--- src/rtl/sch_reg.sv ---
// Pipeline register with valid and ready that lets bubbles collapse.
// Generic data width; no package dependencies.
module sch_reg #(
    parameter int W = 8
) (
    input  logic         i_clk,
    input  logic         i_rst_n,
    input  logic         i_valid,
    output logic         o_ready,
    input  logic [W-1:0] i_data,
    output logic         o_valid,
    input  logic         i_ready,
    output logic [W-1:0] o_data
);

    logic         r_valid;
    logic [W-1:0] r_data;

    assign o_ready = !r_valid || i_ready;
    assign o_valid = r_valid;
    assign o_data  = r_data;

    always_ff @(posedge i_clk) begin
        if (!i_rst_n) begin
            r_valid <= 1'b0;
        end else if (o_ready) begin
            r_valid <= i_valid;
        end
    end

    always_ff @(posedge i_clk) begin
        if (o_ready && i_valid) begin
            r_data <= i_data;
        end
    end

endmodule

--- config.mk ---
export PLATFORM = sky130hd
export DESIGN_NAME = sch_reg
export DESIGN_NICKNAME = d
export VERILOG_FILES = /design/src/rtl/sch_reg.sv
export SDC_FILE = /design/constraint.sdc
export NUM_CORES = 1
export LEC_CHECK = 0
export ABC_CLOCK_PERIOD_IN_PS = 2300
export BUFFER_PORTS_ARGS = -buffer_cell sky130_fd_sc_hd__buf_2
export CAP_MARGIN = 30
export CORE_AREA = 2 2 39 41
export DETAILED_ROUTE_END_ITERATION = 6
export DIE_AREA = 0 0 41 43
export SYNTH_ARGS = -nofsm -noshare
export SYNTH_HDL_FRONTEND = slang
export SYNTH_SLANG_ARGS = --single-unit
--- constraint.sdc ---
create_clock -name i_clk -period 2.3 [get_ports i_clk]
set_input_delay 0.46 -clock i_clk [delete_from_list [all_inputs] [get_ports i_clk]]
set_output_delay 0.46 -clock i_clk [all_outputs]
set_load 0.02 [all_outputs]
Word-level counts from Yosys, hierarchy flattened --
Cells that the tools add are included.
Word-level totals: flip-flop bits (word level) 9, logic and storage cells 5
Cells by class: reduce and logical (&&, ||, !) cells 3
Operator list (count):
- $logic_and A1 B1 Y1 | 1
- $logic_not A1 Y1 | 1
- $logic_or A1 B1 Y1 | 1

Longest topological paths before layout --
Gate-level depths: netlist of the first run.
depth after elaboration 3, gate-level depth with buffers 2, gate-level depth less buffers 2

Worst setup path before layout of the first run --
Ideal clock, no wire load.
path kind input -> register, from input i_ready, to register r_data[0], in the netlist o_data[0] (enable), setup time 0.300 ns, buffers on the path 0, path slack 1.198 ns, arrival time 0.803 ns, cell stages on the path 2, cell sequence nand2b_4 and2_4
Between the ends: longest elaborated chain between the ends 2
RTL lines:
- start: declaration | line 12 | input logic i_ready,
- $logic_or A1 B1 Y1 | line 19 | assign o_ready = !r_valid || i_ready;
- $logic_and A1 B1 Y1 | line 32 | if (o_ready && i_valid) begin
- end signal: assignment | line 33 | r_data <= i_data;
- end: declaration | line 17 | logic [W-1:0] r_data;
Every way passes these cells. A chain may end at the register's enable or synchronous reset.

Worst setup path in the final report of the first run --
from register r_valid, in the netlist o_valid, to output o_ready
Between the ends: longest elaborated chain between the ends 2
RTL lines:
- start: declaration | line 16 | logic r_valid;
- start signal: assignment | line 27 | r_valid <= i_valid;
- $logic_not A1 Y1 | line 19
- $logic_or A1 B1 Y1 | line 19
- end: declaration | line 9 | output logic o_ready,
Every way passes these cells.

==> metrics.md, run 1 <==
| Metric | Value |
|---|---|
| Fin Setup TNS | `0 ns` |
| Reg2reg setup slack | `1.39 ns` |
| Clock sinks | `9` |
| Drt wl/cell | `10.3 µm` |
| DRC | `0` |
| R2R cell count | `2` |
| Via count | `201` |
| Setup violators final | `0` |
| Status | `finished, final reports clean` |
| Crit end category | `primary output` |
| RSZ-0062 raised after global routing | `no` |
| Post-synthesis sequential area ratio | `87.4%` |
| Seq pwr share | `54.6%` |
| Hold WC Path Type | `input pin to flop` |
| VDD IR max | `0.237 mV` |
| ANT nets after route | `0` |
| Switching part of the total | `22.3%` |
| Largest fanout on the critical path | `3` |
| Max clock buf depth | `2` |
| Fin. Hold Viols | `0` |
| Switch Pwr | `78.1 µW` |
| Final Power | `351 µW` |
| Number of core rows | `14` |
| Initial DRC Count | `4` |
| CTS H-tree depth | `1` |
| First-pass GRT wire length | `834 µm` |
| Achievable clock frequency | `764 MHz` |
| Die height | `43 µm` |
| Unique masters post-synth | `6` |
| Fin crit share | `56.9%` |
| Min-Delay Path Depth | `1` |
| Worst skew pair latency | `0.26 ns` |
| Combinational share of power | `11.5%` |
| Resized cells post-CTS | `0` |
| Initial Util | `21.5%` |
| CTS root buffer | `clkbuf_4` |
| DIE WIDTH | `41 µm` |
| Mapped Nets | `25` |
| Gp weighted congestion | `0.558` |
| Hold Buf Count CTS | `0` |
| Data arrival, critical path | `0.85 ns` |
| Min-Delay Endpoint | `o_data[3]` |
| CTS tree | `built` |
| CP required | `1.84 ns` |
| Final Skew | `0.00719 ns` |
| Crit Path Class | `flop to primary output` |
| Final wirelength | `557 µm` |
| Top cell type's share of synthesized area | `80.7%` |
| PD cells | `781 nW/µm²` |
| Mean post-synth cell area | `22.9 µm²` |
| IO buf count | `21` |
| DIE AREA | `1760 µm²` |
| Synth Instances | `13` |
| TritonRoute pass-1 iters | `3` |
| Worst-margin pin slew | `0.134 ns` |
| Cell area after synthesis | `298 µm²` |
| Initial antenna violation count | `0` |
| Min-delay src | `i_data[3]` |
| Antenna diodes | `0` |
| R2r endpoint | `o_data[7]` |
| Top cells by area, synth | `edfxtp_1, dfxtp_1, nand2b_4` |
| Leak pwr | `0.204 nW` |
| Largest net degree at the start of global routing | `9` |
| Gr ovfl total | `0` |
| MaxCap Viol Count | `0` |
| CTS clk-pin slew, worst paths | `0.06 ns` |
| All-Layer GR Usage | `8.04%` |
| CTS Buf Count | `3` |
| Synth warn | `0` |
| Post-CTS setup buffer count | `0` |
| Ports | `22` |
| Fraction of layout cells with a size suffix above 1 | `71.1%` |
| Synth area leader | `edfxtp_1` |
| Routed vias/inst | `3.72` |
| Final-report max-slew violation count | `0` |
| Flops & latches, synth | `9` |
| Number of nets in the layout | `51` |
| Slew Limit Headroom | `91.1%` |
| Min cycle time layout | `1.31 ns` |
| Vias in the first global route | `195` |
| Worst flop-to-flop path startpoint | `o_valid` |
| Pint | `273 µW` |
| CP startpoint kind | `flop` |
| Synthesis-to-layout area growth | `50.8%` |
| Core area | `1380 µm²` |
| Clock network power share | `33.8%` |
-- per-stage QoR --
| step | utilization [%] | cells | area [µm²] | setup slack [ns] | hold WS, ns |
|---|---|---|---|---|---|
| 3_3_place_gp | 30.6 | 50 | 423 | 0.997 | 0.497 |
| 4_1_cts | 32.5 | 54 | 449 | 0.978 | 0.366 |
| 6_report | 32.5 | 54 | 449 | 0.992 | 0.376 |
| 2_1_floorplan | - | 13 | 298 | 1.20 | 0.559 |
| 3_5_place_dp | 30.6 | 50 | 423 | 0.993 | 0.495 |
| 5_1_grt | 32.5 | 54 | 449 | 0.948 | 0.360 |
-- power by group through the flow --
stage,clock network (mW),registers [mW],logic (mW)
after CTS,0.125,0.192,0.0412
final,0.119,0.192,0.0404
after global routing,0.135,0.193,0.0444
after global placement,0,0.195,0.0405
after floorplan,0,0.208,0.00876
after detailed placement,0,0.195,0.0412
-- layer usage --
| metal | share of wire [%] | GRT usage (%) |
|---|---|---|
| met5 | 0 | 0 |
| met3 | 22 | 6.81 |
| met1 | 43 | 9.09 |
| met2 | 35 | 8.44 |
| met4 | 0 | 8.00 |
-- area by class of cell --
type / instances / area, µm²
clock buffer: 4 / 26.3
fill: 145 / 935
inverter: 1 / 3.75
multi-input combinational: 3 / 33.8
sequential: 9 / 260
tap: 16 / 20.0
timing repair buffer: 21 / 105
-- logic make-up after synthesis --
group / count (synthesis) / share of synthesized area (%)
flip-flops: 9 / 87.4
AO/OA/AOI/OAI: 1 / 3.78
AND/OR/NAND/NOR: 2 / 7.56
buffers and inverters: 1 / 1.26
-- cell usage after synthesis --
master	instances
inv_1	1
nand2b_4	1
and2_4	1
a21boi_2	1
dfxtp_1	1
edfxtp_1	8
-- placed cells by master (no fill, tap or decap) --
master and count:
edfxtp_1 8, buf_2 21, dfxtp_1 1, clkbuf_1 1
inv_1 1, a21boi_2 1, and2_4 1, clkbuf_4 3
nand2b_4 1
-- critical path: stages (launching register included) --
cell and delay [ns]:
dfxtp_1 0.37, nand2b_4 0.07, buf_2 0.15
-- flip-flops by register name (all words and copies together) (netlist names) --
name / flops
o_data: 8
o_valid: 1
-- worst max path at each step --
stage | from | end | slack [ns] | depth (start not counted)
global route | o_valid | o_ready | 0.95 | 2
detailed placement | i_ready | o_ready | 0.99 | 3
finish | o_valid | o_ready | 0.99 | 2
CTS | o_valid | o_ready | 0.98 | 2
global placement | i_ready | o_ready | 1.0 | 3
floorplan | i_ready | o_data[0] | 1.20 | 2
Note: power is estimated with default switching activity, not from simulation.
==> inputs of run 2 (changes only) <==
--- a/config.mk
+++ b/config.mk
@@ -5,7 +5,8 @@
 export SDC_FILE = /design/constraint.sdc
 export NUM_CORES = 1
 export LEC_CHECK = 0
-export ABC_CLOCK_PERIOD_IN_PS = 2300
+export ABC_AREA = 1
+export ABC_CLOCK_PERIOD_IN_PS = 1400
 export BUFFER_PORTS_ARGS = -buffer_cell sky130_fd_sc_hd__buf_2
 export CAP_MARGIN = 30
 export CORE_AREA = 2 2 39 41
==> constraint.sdc (replaced) <==
create_clock -name i_clk -period 1.4 [get_ports i_clk]
set_input_delay 0.28 -clock i_clk [delete_from_list [all_inputs] [get_ports i_clk]]
set_output_delay 0.28 -clock i_clk [all_outputs]
set_load 0.02 [all_outputs]
==> run 2 against run 1 <==
Register-to-register slack got worse by 0.93 ns. Count of clock-buffer cells in the layout is the same. Worst setup slack worse by 0.72 ns. Flip-flop and latch count unchanged. Clock power rose by 61%. Largest cell class unchanged.
==> metrics.md, run 2 <==
| Metric | Value |
|---|---|
| Status | `finished, final reports clean` |
| Worst skew pair latency | `0.25 ns (about the same)` |
| Most common cell after layout, fill and taps aside | `buf_2` |
| PD cells | `1270 nW/µm² (+63%)` |
| Detailed placement HPWL | `462 µm` |
| Placed cell count | `53 (+6.0%)` |
| Crit end category | `primary output` |
| Top FF cell, synth | `edfxtp_1` |
| Post-CTS setup buffer count | `0 (unchanged)` |
| Max clock buf depth | `2 (unchanged)` |
| Drt wl/cell | `10.1 µm (-2.0%)` |
| Post-synth EDFFs | `8 (unchanged)` |
| Synth Instances | `15 (+2)` |
| Commonest cells after routing, fill and taps aside | `buf_2, edfxtp_1, clkbuf_4, inv_1` |
| Gr ovfl total | `0 (unchanged)` |
| Async SR Flop Fraction | `0% (unchanged)` |
| DIE AREA | `1760 µm² (unchanged)` |
| CTS tree | `built` |
| Largest fanout on the critical path | `3 (unchanged)` |
| R2R cell count | `2 (unchanged)` |
| Fin cells | `57 (+5.6%)` |
| Synthesis-to-layout area growth | `54.5%` |
| Via count | `211 (+5.0%)` |
| CTS clk-pin slew, worst paths | `0.06 ns (about the same)` |
| Min-Delay Path Depth | `1 (unchanged)` |
| Placement Setup Slack | `0.404 ns (-0.589 ns)` |
| Min-delay src | `i_data[7]` |
| Ports | `22 (unchanged)` |
| Leak pwr | `0.208 nW (+2.1%)` |
| Cell area after synthesis | `292 µm² (-2.1%)` |
| R2r endpoint | `o_data[4]` |
| CP required | `1.12 ns (-0.72 ns)` |
| Crit Path Class | `flop to primary output` |
| DP Area | `424 µm² (+0.30%)` |
| Setup ws final | `0.275 ns (-0.717 ns)` |
| Die height | `43 µm (unchanged)` |
| Post-synthesis sequential area ratio | `89.3% (+1.9 points)` |
| Fraction of layout cells with a size suffix above 1 | `68.3% (-2.8 points)` |
| Worst hold slack | `0.202 ns (-0.174 ns)` |
| MaxCap Viol Count | `0 (unchanged)` |
| Largest net degree at the start of global routing | `9 (unchanged)` |
| DRC | `0 (unchanged)` |
| Worst-margin pin slew | `0.113 ns (-0.0207 ns)` |
| CP startpoint kind | `flop` |
| Final Util | `32.5% (+0.090 points)` |
| Slew Limit Headroom | `92.5% (+1.4 points)` |
| Min cycle time layout | `1.12 ns` |
| Reg2reg setup slack | `0.46 ns (-0.93 ns)` |
| Final Power | `573 µW (+63%)` |
| Synth cell count leaders | `edfxtp_1, inv_1` |
| Resized cells post-CTS | `0 (unchanged)` |
| Max FFs per register | `8 (unchanged)` |
| TritonRoute pass-1 iters | `1 (-2)` |
| ANT nets after route | `0 (unchanged)` |
| Routed vias/inst | `3.70 (-0.55%)` |
| Post-route cell area | `450 µm² (+0.28%)` |
| Final-report max-slew violation count | `0 (unchanged)` |
| Fin Setup TNS | `0 ns (unchanged)` |
| Mean post-synth cell area | `19.4 µm² (-15%)` |
| RSZ-0062 raised after global routing | `no` |
| VDD IR max | `0.371 mV (+57%)` |
| Vias in the first global route | `218 (+12%)` |
| Data arrival, critical path | `0.84 ns (about the same)` |
| Mapped Nets | `27 (+8.0%)` |
| CTS H-tree depth | `1 (unchanged)` |
| Final Skew | `0.00108 ns (-0.00611 ns)` |
| Core area | `1380 µm² (unchanged)` |
| Unique masters post-synth | `7 (+1)` |
| DIE WIDTH | `41 µm (unchanged)` |
| Final wirelength | `576 µm (+3.4%)` |
| Number of nets in the layout | `54 (+5.9%)` |
| Setup violators final | `0 (unchanged)` |
| Clock sinks | `9 (unchanged)` |
| Initial antenna violation count | `0 (unchanged)` |
| Fin. Hold Viols | `0 (unchanged)` |
| Hold WC Path Type | `input pin to flop` |
| Flops & latches, synth | `9 (unchanged)` |
| Top cells by area, synth | `edfxtp_1, dfxtp_1, a21oi_2` |
| CTS Buf Count | `3 (unchanged)` |
| Number of core rows | `14 (unchanged)` |
| First-pass GRT wire length | `848 µm (+1.7%)` |
| Hold Buf Count CTS | `0 (unchanged)` |
| Fin crit share | `80.4%` |
| Worst flop-to-flop path startpoint | `o_valid` |
| CTS root buffer | `clkbuf_4` |
| All-Layer GR Usage | `7.44% (-0.60 points)` |
| Synth warn | `0 (unchanged)` |
| Top cell type's share of synthesized area | `82.4% (+1.7 points)` |
| Achievable clock frequency | `889 MHz` |
| Synth area leader | `edfxtp_1` |
| Initial Util | `21.1% (-0.45 points)` |
| IO buf count | `21 (unchanged)` |
| Min-Delay Endpoint | `o_data[7]` |
| Initial DRC Count | `0 (-4)` |
| Count leader, synth | `edfxtp_1` |
| Gp weighted congestion | `0.606 (+8.7%)` |
| Antenna diodes | `0 (unchanged)` |
run 2: worst max path at each step:
stage	startpoint	end	slack (ns)	depth (start not counted)
after floorplan	o_valid	o_data[0]	0.15	1
after global placement	i_valid	o_data[5]	0.40	4
after detailed placement	i_valid	o_data[5]	0.40	4
after CTS	o_valid	o_ready	0.26	2
after global routing	o_valid	o_ready	0.23	2
final	o_valid	o_ready	0.28	2
run 2: kinds of logic after synthesis:
group / synth area share [%]
AO/OA/AOI/OAI: 4.72
AND/OR/NAND/NOR: 2.15
buffers and inverters: 3.86
flip-flops: 89.3
run 2: cell type report:
| type | instances | area, µm² |
|---|---|---|
| inverters | 3 | 11.3 |
| flip-flops and latches | 9 | 260 |
| well taps | 16 | 20.0 |
| fillers | 149 | 933 |
| clock buffers | 4 | 26.3 |
| repair buffers | 22 | 113 |
| multi-input cells | 3 | 20.0 |
run 2: power breakdown:
| group | switching, mW | internal [mW] | leakage [nW] |
|---|---|---|---|
| Clock | 0.0814 | 0.109 | 0.0150 |
| Combinational | 0.0400 | 0.0265 | 0.107 |
| Sequential | 0.00465 | 0.311 | 0.0858 |
| Total | 0.126 | 0.447 | 0.208 |
run 2: layer usage:
| metal | GRT usage (%) | part of all wire, % | wire length (µm) | vias up |
|---|---|---|---|---|
| li1 | - | - | - | 104 |
| met1 | 10.5 | 49 | 283 | 85 |
| met2 | 9.06 | 34 | 198 | 22 |
| met3 | 3.66 | 16 | 94 | 0 |
| met4 | 4.00 | 0 | 0 | 0 |
| met5 | 0 | 0 | 0 | - |
run 2: critical path, stage by stage, from the launching register on:
cell	delay, ns
dfxtp_1	0.36
nand2_2	0.08
buf_2	0.16
